### src/design/rbb_pkg.sv
// shared types, constants and the reciprocal table for the rgb box blur
package rbb_pkg;

  localparam int CH_W         = 8;
  localparam int PIX_W        = 3 * CH_W;
  localparam int SUM_W        = 12;
  localparam int CNT_W        = 4;
  localparam int RECIP_SHIFT  = 16;
  localparam int RECIP_W      = 17;
  localparam int PROD_W       = SUM_W + RECIP_W;
  localparam int WIDTH_REG_W  = 11;
  localparam int HEIGHT_REG_W = 13;
  localparam int CFG_DATA_W   = 13;
  localparam int CFG_IDX_W    = 1;

  localparam logic [WIDTH_REG_W-1:0]  WIDTH_RESET  = 11'd640;
  localparam logic [HEIGHT_REG_W-1:0] HEIGHT_RESET = 13'd480;

  localparam logic [CFG_IDX_W-1:0] REG_IMAGE_WIDTH  = 1'b0;
  localparam logic [CFG_IDX_W-1:0] REG_IMAGE_HEIGHT = 1'b1;

  localparam logic FUNC_PIXEL = 1'b0;
  localparam logic FUNC_FLUSH = 1'b1;

  // pixel as {blue, green, red}: channel 2 is blue, channel 0 is red
  typedef logic [PIX_W-1:0] pix_t;
  typedef logic [2:0][SUM_W-1:0] chan_sum_t;
  typedef logic [CNT_W-1:0] cnt_t;

  typedef struct packed {
    pix_t older;
    pix_t newer;
  } line_entry_t;

  // which neighbours of the center fall inside the image, with produce and end-of-frame flags
  typedef struct packed {
    logic produce;
    logic top;
    logic bottom;
    logic left;
    logic right;
    logic eof;
  } win_mask_t;

  typedef struct packed {
    logic      shift;
    logic      sum;
    win_mask_t mask;
  } win_ctrl_t;

  // ceil(2^16 / n), exact for sums below 2^12
  function automatic logic [RECIP_W-1:0] recip(input cnt_t n);
    logic [RECIP_W-1:0] r;
    case (n)
      4'd1:    r = 17'd65536;
      4'd2:    r = 17'd32768;
      4'd3:    r = 17'd21846;
      4'd4:    r = 17'd16384;
      4'd5:    r = 17'd13108;
      4'd6:    r = 17'd10923;
      4'd7:    r = 17'd9363;
      4'd8:    r = 17'd8192;
      4'd9:    r = 17'd7282;
      default: r = 17'd65536;
    endcase
    return r;
  endfunction

endpackage

### src/design/rbb_out.sv
// reciprocal divide of the sums and the output word register
module rbb_out import rbb_pkg::*; (
  input  logic               clk,
  input  logic               rst,
  input  logic               load,
  input  chan_sum_t          sums,
  input  cnt_t               count,
  input  logic               eof,
  output logic               free,
  output logic               m_tvalid,
  input  logic               m_tready,
  output logic [PIX_W-1:0]   m_tdata,  // red, green, blue
  output logic               m_tlast   // end_of_frame
);

  logic [RECIP_W-1:0] rcp;
  logic [PROD_W-1:0]  prod [3];

  assign rcp  = recip(count);
  assign free = !m_tvalid || m_tready;

  always_comb begin
    for (int ch = 0; ch < 3; ch++) begin
      prod[ch] = PROD_W'(sums[ch]) * PROD_W'(rcp);
    end
  end

  always_ff @(posedge clk) begin
    if (rst) begin
      m_tvalid <= 1'b0;
    end else if (load) begin
      m_tvalid <= 1'b1;
    end else if (m_tready) begin
      m_tvalid <= 1'b0;
    end
  end

  always_ff @(posedge clk) begin
    if (load) begin
      m_tdata[CH_W-1:0]        <= prod[2][RECIP_SHIFT +: CH_W];
      m_tdata[2*CH_W-1:CH_W]   <= prod[1][RECIP_SHIFT +: CH_W];
      m_tdata[3*CH_W-1:2*CH_W] <= prod[0][RECIP_SHIFT +: CH_W];
      m_tlast                  <= eof;
    end
  end

endmodule

### config.mk
export PLATFORM = sky130hd
export DESIGN_NAME = rbb_out
export DESIGN_NICKNAME = d
export VERILOG_FILES = /design/src/design/rbb_pkg.sv /design/src/design/rbb_out.sv
export SDC_FILE = /design/constraint.sdc
export NUM_CORES = 1
export LEC_CHECK = 0
export ABC_AREA = 0
export CORE_MARGIN = 2
export CORE_UTILIZATION = 44
export CTS_CLUSTER_SIZE = 8
export DETAILED_ROUTE_END_ITERATION = 6
export DONT_BUFFER_PORTS = 1
export GPL_ROUTABILITY_DRIVEN = 0
export PLACE_DENSITY = 0.58
export SKIP_LAST_GASP = 1
export SYNTH_ARGS = -nofsm -noshare
export SYNTH_HDL_FRONTEND = slang
export SYNTH_SLANG_ARGS = --single-unit
### constraint.sdc
create_clock -name clk -period 11 [get_ports clk]
set_input_delay 2.2 -clock clk [delete_from_list [all_inputs] [get_ports clk]]
set_output_delay 2.2 -clock clk [all_outputs]
set_load 0.02 [all_outputs]
==> reports/metrics.cfg <==
[run_status]
status = finished clean

[floorplanning]
initial_core_util_pct = 44.5
die_area_sq_um = 40600
ios = 72
fp.dieW_um = 201
core_area_sq_um = 38600
die_h_um = 201
rows = 72

[sta]
skew_ns = 0
worst_pin_slew_ns = 1.22
max_freq_mhz = 114
final.min_clock_period_ns = 8.74
worst_hold_slack_ns = 0.759
maxSlewViolCount = 0
hold_viol_final = 0
layout_setup_ws_ns = 2.26
finalSetupViolCount = 0
rsz0062_at_grt = false
fin_crit_sh_pct = 79.5
timing.setup.tns_ns = 0
relSlewSlack_pct = 18.3

[setup_path]
max_stage_delay_ns = 0.93
worstSetupStartpointType = input pin
cp.required_ns = 11.05
crit_type = input pin to flip-flop
cp.arrival_ns = 8.79
cpMostUsedCell = fa_1
ff2ff_path_depth = 2
path_cells = nor2b_2 > nand2_1 > nand2_1 > buf_4 > nand2_1 > fa_1 > fa_1 > inv_1 > fa_1 > fa_1 > inv_1 > fa_1 > inv_1 > ha_1 > and3_1 > a2111oi_4 > a211oi_2 > o41ai_4 > o21ai_2 > o31ai_4 > xnor2_1
worstSetupEndpointType = flip-flop
worst-path-stages = 21
crit_path_top_delay_cell = nor2b_2
critical_path_buf_inv_count = 4
r2r_end = m_tvalid
cp-startpoint = count[2]
critical-path-top-delay-family = adder cells
reg2reg_slack_ns = 10.08
r2r_start = m_tvalid
endpoint = m_tdata[23]
crit_path_max_fanout = 28

[finish]
syn_to_final_growth_pct = 3.13
final_util_pct = 45.9
drive_gt1_share_pct = 2.13
design_area_sq_um = 17700
finalNonFillerCells = 2397
diodes = 0
nets = 2479

[routing]
ant_nets = 0
detail_route.first_pass.iterations = 5
drt-total-wl_mm = 42.5
avgRoutedWirePerCell_um = 17.7
route.detailed.drc = 0
first_iter_violations = 508
viasPerCell = 4.99
vias = 12000

[grt]
grt_pass1_wl_mm = 73.1
antenna_found_initial = 1
grt_pass1_vias = 13800
grt_overflow = 0
grt_max_degree = 48
grt_usage_pct = 22.8

[clock_network]
cts_buffer_depth = 2
clkTransAtPathRegs_ns = 0.09
clkLatencyLatePin_ns = 0.29
cts_setup_buffers = 0
cts.sinks = 26
cts_tree = yes
htree_levels = 1
hold_buffers = 0
cts_buffers = 3
cts_resized = 0
clockRootBuffer = clkbuf_16

[yosys]
synth_edf_count = 25
synth.avg_cell_area_sq_um = 8.81
synthAdderAreaFrac_pct = 58.9
postSynth.asyncResetShare_pct = 0
synth_common_cells = 575 x inv_1, 423 x fa_1, 363 x nand2_1, 131 x ha_1, 119 x and2_1
synth_nets = 2546
netlist_top_cells_area = fa_1 49%, inv_1 13%, ha_1 9.6%, nand2_1 7.9%, edfxtp_1 4.4%
yosys.area_share.simple_pct = 15.1
synth_seq_cells = 26
synth.most_common_cell = inv_1
ys.flop_type = edfxtp_1
synth_top_family_by_area = adder cells
syn_area_sq_um = 17100
synth_compound_area_share_pct = 3.99
synth_xor_area_share_pct = 2.90
seq_area_frac_synth_pct = 4.49
yosys-mux-area-fraction_pct = 0.0584
yosysUniqueCellTypes = 61
yosys.area.top_type = fa_1
synth_top_cell_area_share_pct = 49.4
yosysWarnings = 0
synth_cells = 1947

[place]
pre_cts_slack_ns = 1.95
dp_hpwl_mm = 33.6
port_buffers = 0
placed_cell_area_sq_um = 17600
place_inst = 2393

[worst_hold_path]
min_path_type = flip-flop to flip-flop

[pwr]
power.density_nw_per_um2 = 88.2
ir_worst_vdd_uv = 84.7
p_leak_nw = 9.25
power_mw = 1.56

[job]
drv_cap = 0

==> how the worst min path moves through the flow <==
stage,start,endpoint,slack (ns),cells after the start
5_1_grt,m_tvalid,m_tvalid,0.78,2
4_1_cts,m_tvalid,m_tvalid,0.76,2
2_1_floorplan,m_tvalid,m_tvalid,0.72,2
6_report,m_tvalid,m_tvalid,0.76,2
3_5_place_dp,m_tvalid,m_tvalid,0.75,2
3_3_place_gp,m_tvalid,m_tvalid,0.74,2
==> per-layer routing <==
| metal | part of all wire (%) | track usage, % | up-vias | wire [um] |
|---|---|---|---|---|
| met5 | 0 | 0 | - | 0 |
| met1 | 43 | 30.4 | 6216 | 18400 |
| li1 | - | - | 5412 | - |
| met3 | 5.8 | 3.90 | 48 | 2450 |
| met4 | 2.2 | 4.73 | 0 | 929 |
| met2 | 49 | 39.4 | 290 | 20700 |
==> flip-flops by register name, summed over array words and instances (netlist names) <==
register / flops
m_tlast: 1
m_tvalid: 1
m_tdata: 24
==> cell families after synthesis <==
kind of cell               count (synthesis)
buffers and inverters                    660
and+or+nand+nor                          557
adders and majority gates                554
AOI/OAI and AO/OA                         93
xor gates and xnor gates                  56
DFF                                       26
muxes                                      1
==> placed cells by master, fill, tap and decap left out, types with 9 or more instances in the layout <==
cell type / instances
inv_1: 575
fa_1: 423
nand2_1: 363
ha_1: 131
and2_1: 119
xnor2_1: 44
and3_1: 25
edfxtp_1: 25
o21ai_0: 23
a21oi_1: 18
a21o_1: 15
buf_4: 13
xor2_1: 11
nand2b_1: 9
nor2_1: 9
==> worst register-to-register path: stages, from the launching register on <==
cell,delay [ns]
dfxtp_1,0.46
nand2b_1,0.22
a21oi_1,0.18
==> area by class of cell <==
class                           count  area [sq um]
Clock buffer                        3          75.1
Multi-Input combinational cell   1261         13900
Timing Repair Buffer               13          97.6
Inverter                          575          2160
Clock inverter                      1          30.0
Sequential cell                    26           771
Fill cell                        3865         20900
Tap cell                          518           648
==> power by group <==
part | switching (mW) | leakage, nW | internal [mW]
sequential | 0.0768 | 0.252 | 0.190
combinational | 0.668 | 8.94 | 0.501
clock | 0.0500 | 0.0511 | 0.0731
total | 0.795 | 9.25 | 0.765
No activity file was read; power rests on OpenSTA's default activity.
