`config.mk`:
```
export PLATFORM = sky130hd
export DESIGN_NAME = rbb_window
export DESIGN_NICKNAME = d
export VERILOG_FILES = /design/src/design/rbb_pkg.sv /design/src/design/rbb_window.sv
export SDC_FILE = /design/constraint.sdc
export NUM_CORES = 1
export LEC_CHECK = 0
export ABC_AREA = 1
export BUFFER_PORTS_ARGS = -buffer_cell sky130_fd_sc_hd__buf_2
export CORE_ASPECT_RATIO = 1.4
export CORE_MARGIN = 10
export CORE_UTILIZATION = 49
export DETAILED_ROUTE_END_ITERATION = 16
export PLACE_DENSITY = 0.66
export SYNTH_ARGS = -nofsm -noshare
export SYNTH_HDL_FRONTEND = slang
export SYNTH_SLANG_ARGS = --single-unit
```
`constraint.sdc`:
```
create_clock -name clk -period 13.1 [get_ports clk]
set_clock_uncertainty 0.2 [all_clocks]
set_input_delay 2.62 -clock clk [delete_from_list [all_inputs] [get_ports clk]]
set_output_delay 2.62 -clock clk [all_outputs]
set_load 0.02 [all_outputs]
```
`src/design/rbb_pkg.sv`:
```
// shared types, constants and the reciprocal table for the rgb box blur
package rbb_pkg;

  localparam int CH_W         = 8;
  localparam int PIX_W        = 3 * CH_W;
  localparam int SUM_W        = 12;
  localparam int CNT_W        = 4;
  localparam int RECIP_SHIFT  = 16;
  localparam int RECIP_W      = 17;
  localparam int PROD_W       = SUM_W + RECIP_W;
  localparam int WIDTH_REG_W  = 11;
  localparam int HEIGHT_REG_W = 13;
  localparam int CFG_DATA_W   = 13;
  localparam int CFG_IDX_W    = 1;

  localparam logic [WIDTH_REG_W-1:0]  WIDTH_RESET  = 11'd640;
  localparam logic [HEIGHT_REG_W-1:0] HEIGHT_RESET = 13'd480;

  localparam logic [CFG_IDX_W-1:0] REG_IMAGE_WIDTH  = 1'b0;
  localparam logic [CFG_IDX_W-1:0] REG_IMAGE_HEIGHT = 1'b1;

  localparam logic FUNC_PIXEL = 1'b0;
  localparam logic FUNC_FLUSH = 1'b1;

  // pixel as {blue, green, red}: channel 2 is blue, channel 0 is red
  typedef logic [PIX_W-1:0] pix_t;
  typedef logic [2:0][SUM_W-1:0] chan_sum_t;
  typedef logic [CNT_W-1:0] cnt_t;

  typedef struct packed {
    pix_t older;
    pix_t newer;
  } line_entry_t;

  // which neighbours of the center fall inside the image, with produce and end-of-frame flags
  typedef struct packed {
    logic produce;
    logic top;
    logic bottom;
    logic left;
    logic right;
    logic eof;
  } win_mask_t;

  typedef struct packed {
    logic      shift;
    logic      sum;
    win_mask_t mask;
  } win_ctrl_t;

  // ceil(2^16 / n), exact for sums below 2^12
  function automatic logic [RECIP_W-1:0] recip(input cnt_t n);
    logic [RECIP_W-1:0] r;
    case (n)
      4'd1:    r = 17'd65536;
      4'd2:    r = 17'd32768;
      4'd3:    r = 17'd21846;
      4'd4:    r = 17'd16384;
      4'd5:    r = 17'd13108;
      4'd6:    r = 17'd10923;
      4'd7:    r = 17'd9363;
      4'd8:    r = 17'd8192;
      4'd9:    r = 17'd7282;
      default: r = 17'd65536;
    endcase
    return r;
  endfunction

endpackage

```
`src/design/rbb_window.sv`:
```
// 3x3 window registers and masked per-channel neighbourhood sums
module rbb_window import rbb_pkg::*; (
  input  logic        clk,
  input  logic        rst,
  input  win_ctrl_t   ctrl,
  input  pix_t        push_top,
  input  pix_t        push_mid,
  input  pix_t        push_bot,
  output chan_sum_t   sums,
  output cnt_t        count
);

  // win[col][row]: col 0 oldest, row 0 top
  pix_t      win [3][3];
  chan_sum_t sum_c;
  logic [2:0] col_ok;
  logic [2:0] row_ok;
  logic [1:0] cols;
  logic [1:0] rows;

  assign col_ok = {ctrl.mask.right, 1'b1, ctrl.mask.left};
  assign row_ok = {ctrl.mask.bottom, 1'b1, ctrl.mask.top};
  assign cols   = 2'd1 + {1'b0, ctrl.mask.left} + {1'b0, ctrl.mask.right};
  assign rows   = 2'd1 + {1'b0, ctrl.mask.top} + {1'b0, ctrl.mask.bottom};

  always_comb begin
    sum_c = '0;
    for (int x = 0; x < 3; x++) begin
      for (int y = 0; y < 3; y++) begin
        if (col_ok[x] && row_ok[y]) begin
          for (int ch = 0; ch < 3; ch++) begin
            sum_c[ch] = sum_c[ch] + SUM_W'(win[x][y][ch*CH_W +: CH_W]);
          end
        end
      end
    end
  end

  always_ff @(posedge clk) begin
    if (rst) begin
      for (int x = 0; x < 3; x++) begin
        for (int y = 0; y < 3; y++) begin
          win[x][y] <= '0;
        end
      end
    end else if (ctrl.shift) begin
      win[0] <= win[1];
      win[1] <= win[2];
      win[2][0] <= push_top;
      win[2][1] <= push_mid;
      win[2][2] <= push_bot;
    end
  end

  always_ff @(posedge clk) begin
    if (ctrl.sum) begin
      sums  <= sum_c;
      count <= {2'b00, cols} * {2'b00, rows};
    end
  end

endmodule

```
==> impl_metrics.py <==
metrics = {
    "place": {
        "place_area_sq_um": 21500,
        "dp_hpwl_um": 37100,
        "post-place-ws_ns": 0.802,
        "gp_congestion": 0.874,
        "portBuffers": 119,
    },
    "sta": {
        "maxSlewHeadroom_pct": 26.5,
        "worstMarginPinSlew_ns": 1.10,
        "period_share_pct": 89.5,
        "min_period_ns": 11.73,
        "final.setup.worst_slack_ns": 1.37,
        "finalSetupViolCount": 0,
        "fmax_mhz": 85.2,
        "rsz0062_at_grt": "false",
        "tns_ns": 0,
        "hold_violations": 0,
        "slew_viol_final": 0,
    },
    "yosys": {
        "synthSimpleGateAreaFrac_pct": 23.2,
        "synth_compound_area_share_pct": 10.9,
        "ys_types": 51,
        "yosysWarnings": 0,
        "synth_fa_ha_area_share_pct": 14.3,
        "synth_edf_count": 256,
        "synthMuxAreaShare_pct": 0,
        "netlist_instances": 2608,
        "syn_area_sq_um": 20400,
        "syn_avg_cell_area_sq_um": 7.81,
        "synthXorXnorAreaFrac_pct": 3.44,
        "synth_top_family_by_area": "simple AND/OR/NAND/NOR gates",
        "ys_dominant_reg_cell": "edfxtp_1",
        "yosys_register_bits": 256,
        "yosysSeqAreaShare_pct": 37.7,
        "async_flop_share_pct": 0,
        "syn_nets": 2908,
    },
    "cells_and_area": {
        "antenna_cells": 0,
        "finalCoreUtilization_pct": 54.5,
        "layout.nets": 3010,
        "drive_gt1_share_pct": 10.3,
        "fin_area_sq_um": 22500,
        "fillCellCount": 3830,
        "syn2layout_area_growth_pct": 10.2,
    },
    "global_routing": {
        "first_global_vias": 16667,
        "grt_antenna_before_repair": 0,
        "grtUsageTotal_pct": 19.4,
        "grt_max_degree": 182,
        "grt_pass1_wl_um": 79900,
        "grt_overflow": 0,
    },
    "critical_path": {
        "cp_num_buf_inv": 8,
        "rr_worst_depth": 42,
        "crit_type": "primary input to register",
        "cp_slowest_cell": "fa_1",
        "cp_max_fo": 19,
        "critical_path.top_delay_family": "adder cells",
        "crit_path_end_kind": "register",
        "max_stage_delay_ns": 0.56,
        "start_kind": "primary input",
        "cp.required_ns": 13.23,
        "arrival_ns": 11.86,
        "cp.depth": 43,
    },
    "clock_network": {
        "ctsResizeCount": 0,
        "cts_sinks": 256,
        "path_clk_slew_ns": 0.06,
        "cts_inserted_buffers": 27,
        "clk_path_buf_depth": 3,
        "post-cts-setup-buffer-count": 0,
        "cts_root_buf": "clkbuf_16",
        "ctsHoldBuffers": 0,
        "clk_latency_ns": 0.57,
        "htree_num_levels": 1,
        "cts_tree": "built",
    },
    "hold_path": {
        "worstHoldPathCells": 2,
        "hold_class": "register to register",
    },
    "drt": {
        "drt-vias-per-instance": 5.12,
        "drc": 0,
        "drtAntennaViolNets": 0,
        "drt_pass1_iterations": 5,
        "wl_per_cell_um": 15.1,
        "drt_iter0_markers": 1075,
        "finalWirelength_um": 49300,
        "vias": 16736,
    },
    "pwr": {
        "p_leak_uw": 0.0110,
        "irDropWorstVdd_mv": 0.103,
        "power.density_nw_per_um2": 124,
    },
    "floorplanning": {
        "die_w_um": 192,
        "die_area_sq_um": 50300,
        "io_pins": 122,
        "rows": 88,
        "start_util_pct": 49.5,
        "coreArea_sq_um": 41200,
        "die_y_um": 261,
    },
    "run_status": {
        "status": "finished, final reports clean",
    },
    "run": {
        "drv_cap": 0,
    },
}
metrics by stage:
step / total power, uW / hold WS [ns] / cells
2_1_floorplan: 1750 / 0.349 / 2608
3_3_place_gp: 1940 / 0.374 / 3221
3_5_place_dp: 1970 / 0.379 / 3221
6_report: 2790 / 0.387 / 3269
5_1_grt: 2980 / 0.427 / 3269
4_1_cts: 2810 / 0.391 / 3269
path summary, 6_finish.rpt:
check / start / end / slack (ns)
max reg2reg: win[0][64]$_SDFFCE_PN0P_ / sums[35]$_DFFE_PP_ / 3.81
min: win[0][144]$_SDFFCE_PN0P_ / win[0][72]$_SDFFCE_PN0P_ / 0.39
min reg2reg: win[0][144]$_SDFFCE_PN0P_ / win[0][72]$_SDFFCE_PN0P_ / 0.39
max: ctrl[4] / sums[35]$_DFFE_PP_ / 1.37
area by class of cell:
| type | instances | area, sq um | area share [%] |
|---|---|---|---|
| clock buffer | 32 | 694 | 3.09 |
| clock inverter | 16 | 231 | 1.03 |
| inverter | 501 | 1880 | 8.39 |
| multi-input combinational | 1791 | 10600 | 47.1 |
| sequential | 256 | 7690 | 34.2 |
| tap | 540 | 676 | 3.01 |
| timing repair buffer | 133 | 713 | 3.18 |
state kept, by name (all words and copies together) (netlist names):
signal,count
win,216
sums,36
count,4
layout by cell type (no fill, tap or decap), types with 3 or more instances in the layout:
cell	n
a211oi_1	3
o21bai_1	11
clkbuf_16	27
xor2_1	52
o21ai_0	172
fa_1	24
a21oi_1	158
nor3_1	13
nand3b_1	7
clkbuf_1	5
clkinv_2	3
nor2_1	387
nand3_2	15
nand2_2	34
nor2_2	15
xnor2_1	28
o22ai_1	4
clkinv_1	7
nand2_1	474
nand4_1	17
o21ai_1	5
a31oi_1	12
inv_2	8
nand3_1	78
and2_1	6
ha_1	194
buf_4	13
o21a_1	7
bufinv_16	6
edfxtp_1	256
nand2_4	13
inv_1	490
o31ai_1	16
a21o_1	9
buf_2	119
or2_2	12
nand3b_4	3
power breakdown:
group	internal, uW	total (uW)	switching (uW)
clock network	494	828	334
logic	343	935	592
registers	989	1030	37.9
total	1830	2790	965
synthesized netlist by cell type (3+ instances only):
| cell | count | area (sq um) |
|---|---|---|
| inv_1 | 490 | 1840 |
| nand2_1 | 475 | 1780 |
| nor2_1 | 387 | 1450 |
| edfxtp_1 | 256 | 7690 |
| ha_1 | 194 | 2430 |
| o21ai_0 | 172 | 861 |
| a21oi_1 | 158 | 791 |
| nand3_1 | 78 | 390 |
| xor2_1 | 52 | 455 |
| clkbuf_1 | 42 | 158 |
| nand2_2 | 34 | 213 |
| xnor2_1 | 28 | 245 |
| fa_1 | 24 | 480 |
| nand4_1 | 17 | 106 |
| o31ai_1 | 16 | 120 |
| nand3_2 | 15 | 150 |
| nor2_2 | 15 | 93.8 |
| nor3_1 | 13 | 65.1 |
| or2_2 | 13 | 81.3 |
| a31oi_1 | 12 | 75.1 |
| buf_1 | 12 | 45.0 |
| nand2_4 | 12 | 135 |
| o21bai_1 | 11 | 82.6 |
| a21o_1 | 9 | 67.6 |
| inv_2 | 8 | 30.0 |
| nand3b_1 | 7 | 52.6 |
| o21a_1 | 7 | 52.6 |
| and2_1 | 6 | 37.5 |
| o21ai_1 | 5 | 25.0 |
| o22ai_1 | 4 | 25.0 |
| a211oi_1 | 3 | 22.5 |
| buf_2 | 3 | 15.0 |
| nand3b_4 | 3 | 60.1 |
worst min-delay path, cell delays in order (launching register included):
cell      delay [ns]
edfxtp_1        0.35
inv_1           0.05
nor2_1          0.08
metal layers:
| layer | vias up | track usage [%] | wire, um | part of all wire (%) |
|---|---|---|---|---|
| met5 | - | 0 | 0 | 0 |
| met4 | 0 | 5.31 | 1110 | 2.3 |
| met3 | 66 | 1.93 | 1950 | 3.9 |
| met2 | 330 | 34.2 | 23800 | 48 |
| met1 | 7712 | 24.7 | 22400 | 45 |
| li1 | 8628 | - | - | - |
kinds of logic after synthesis:
kind of cell,count (synthesis)
simple gates,1084
buf+inv,561
compound gates,408
flops,256
fa+ha+maj,219
xor+xnor,80
(Power assumes the default switching activity.)
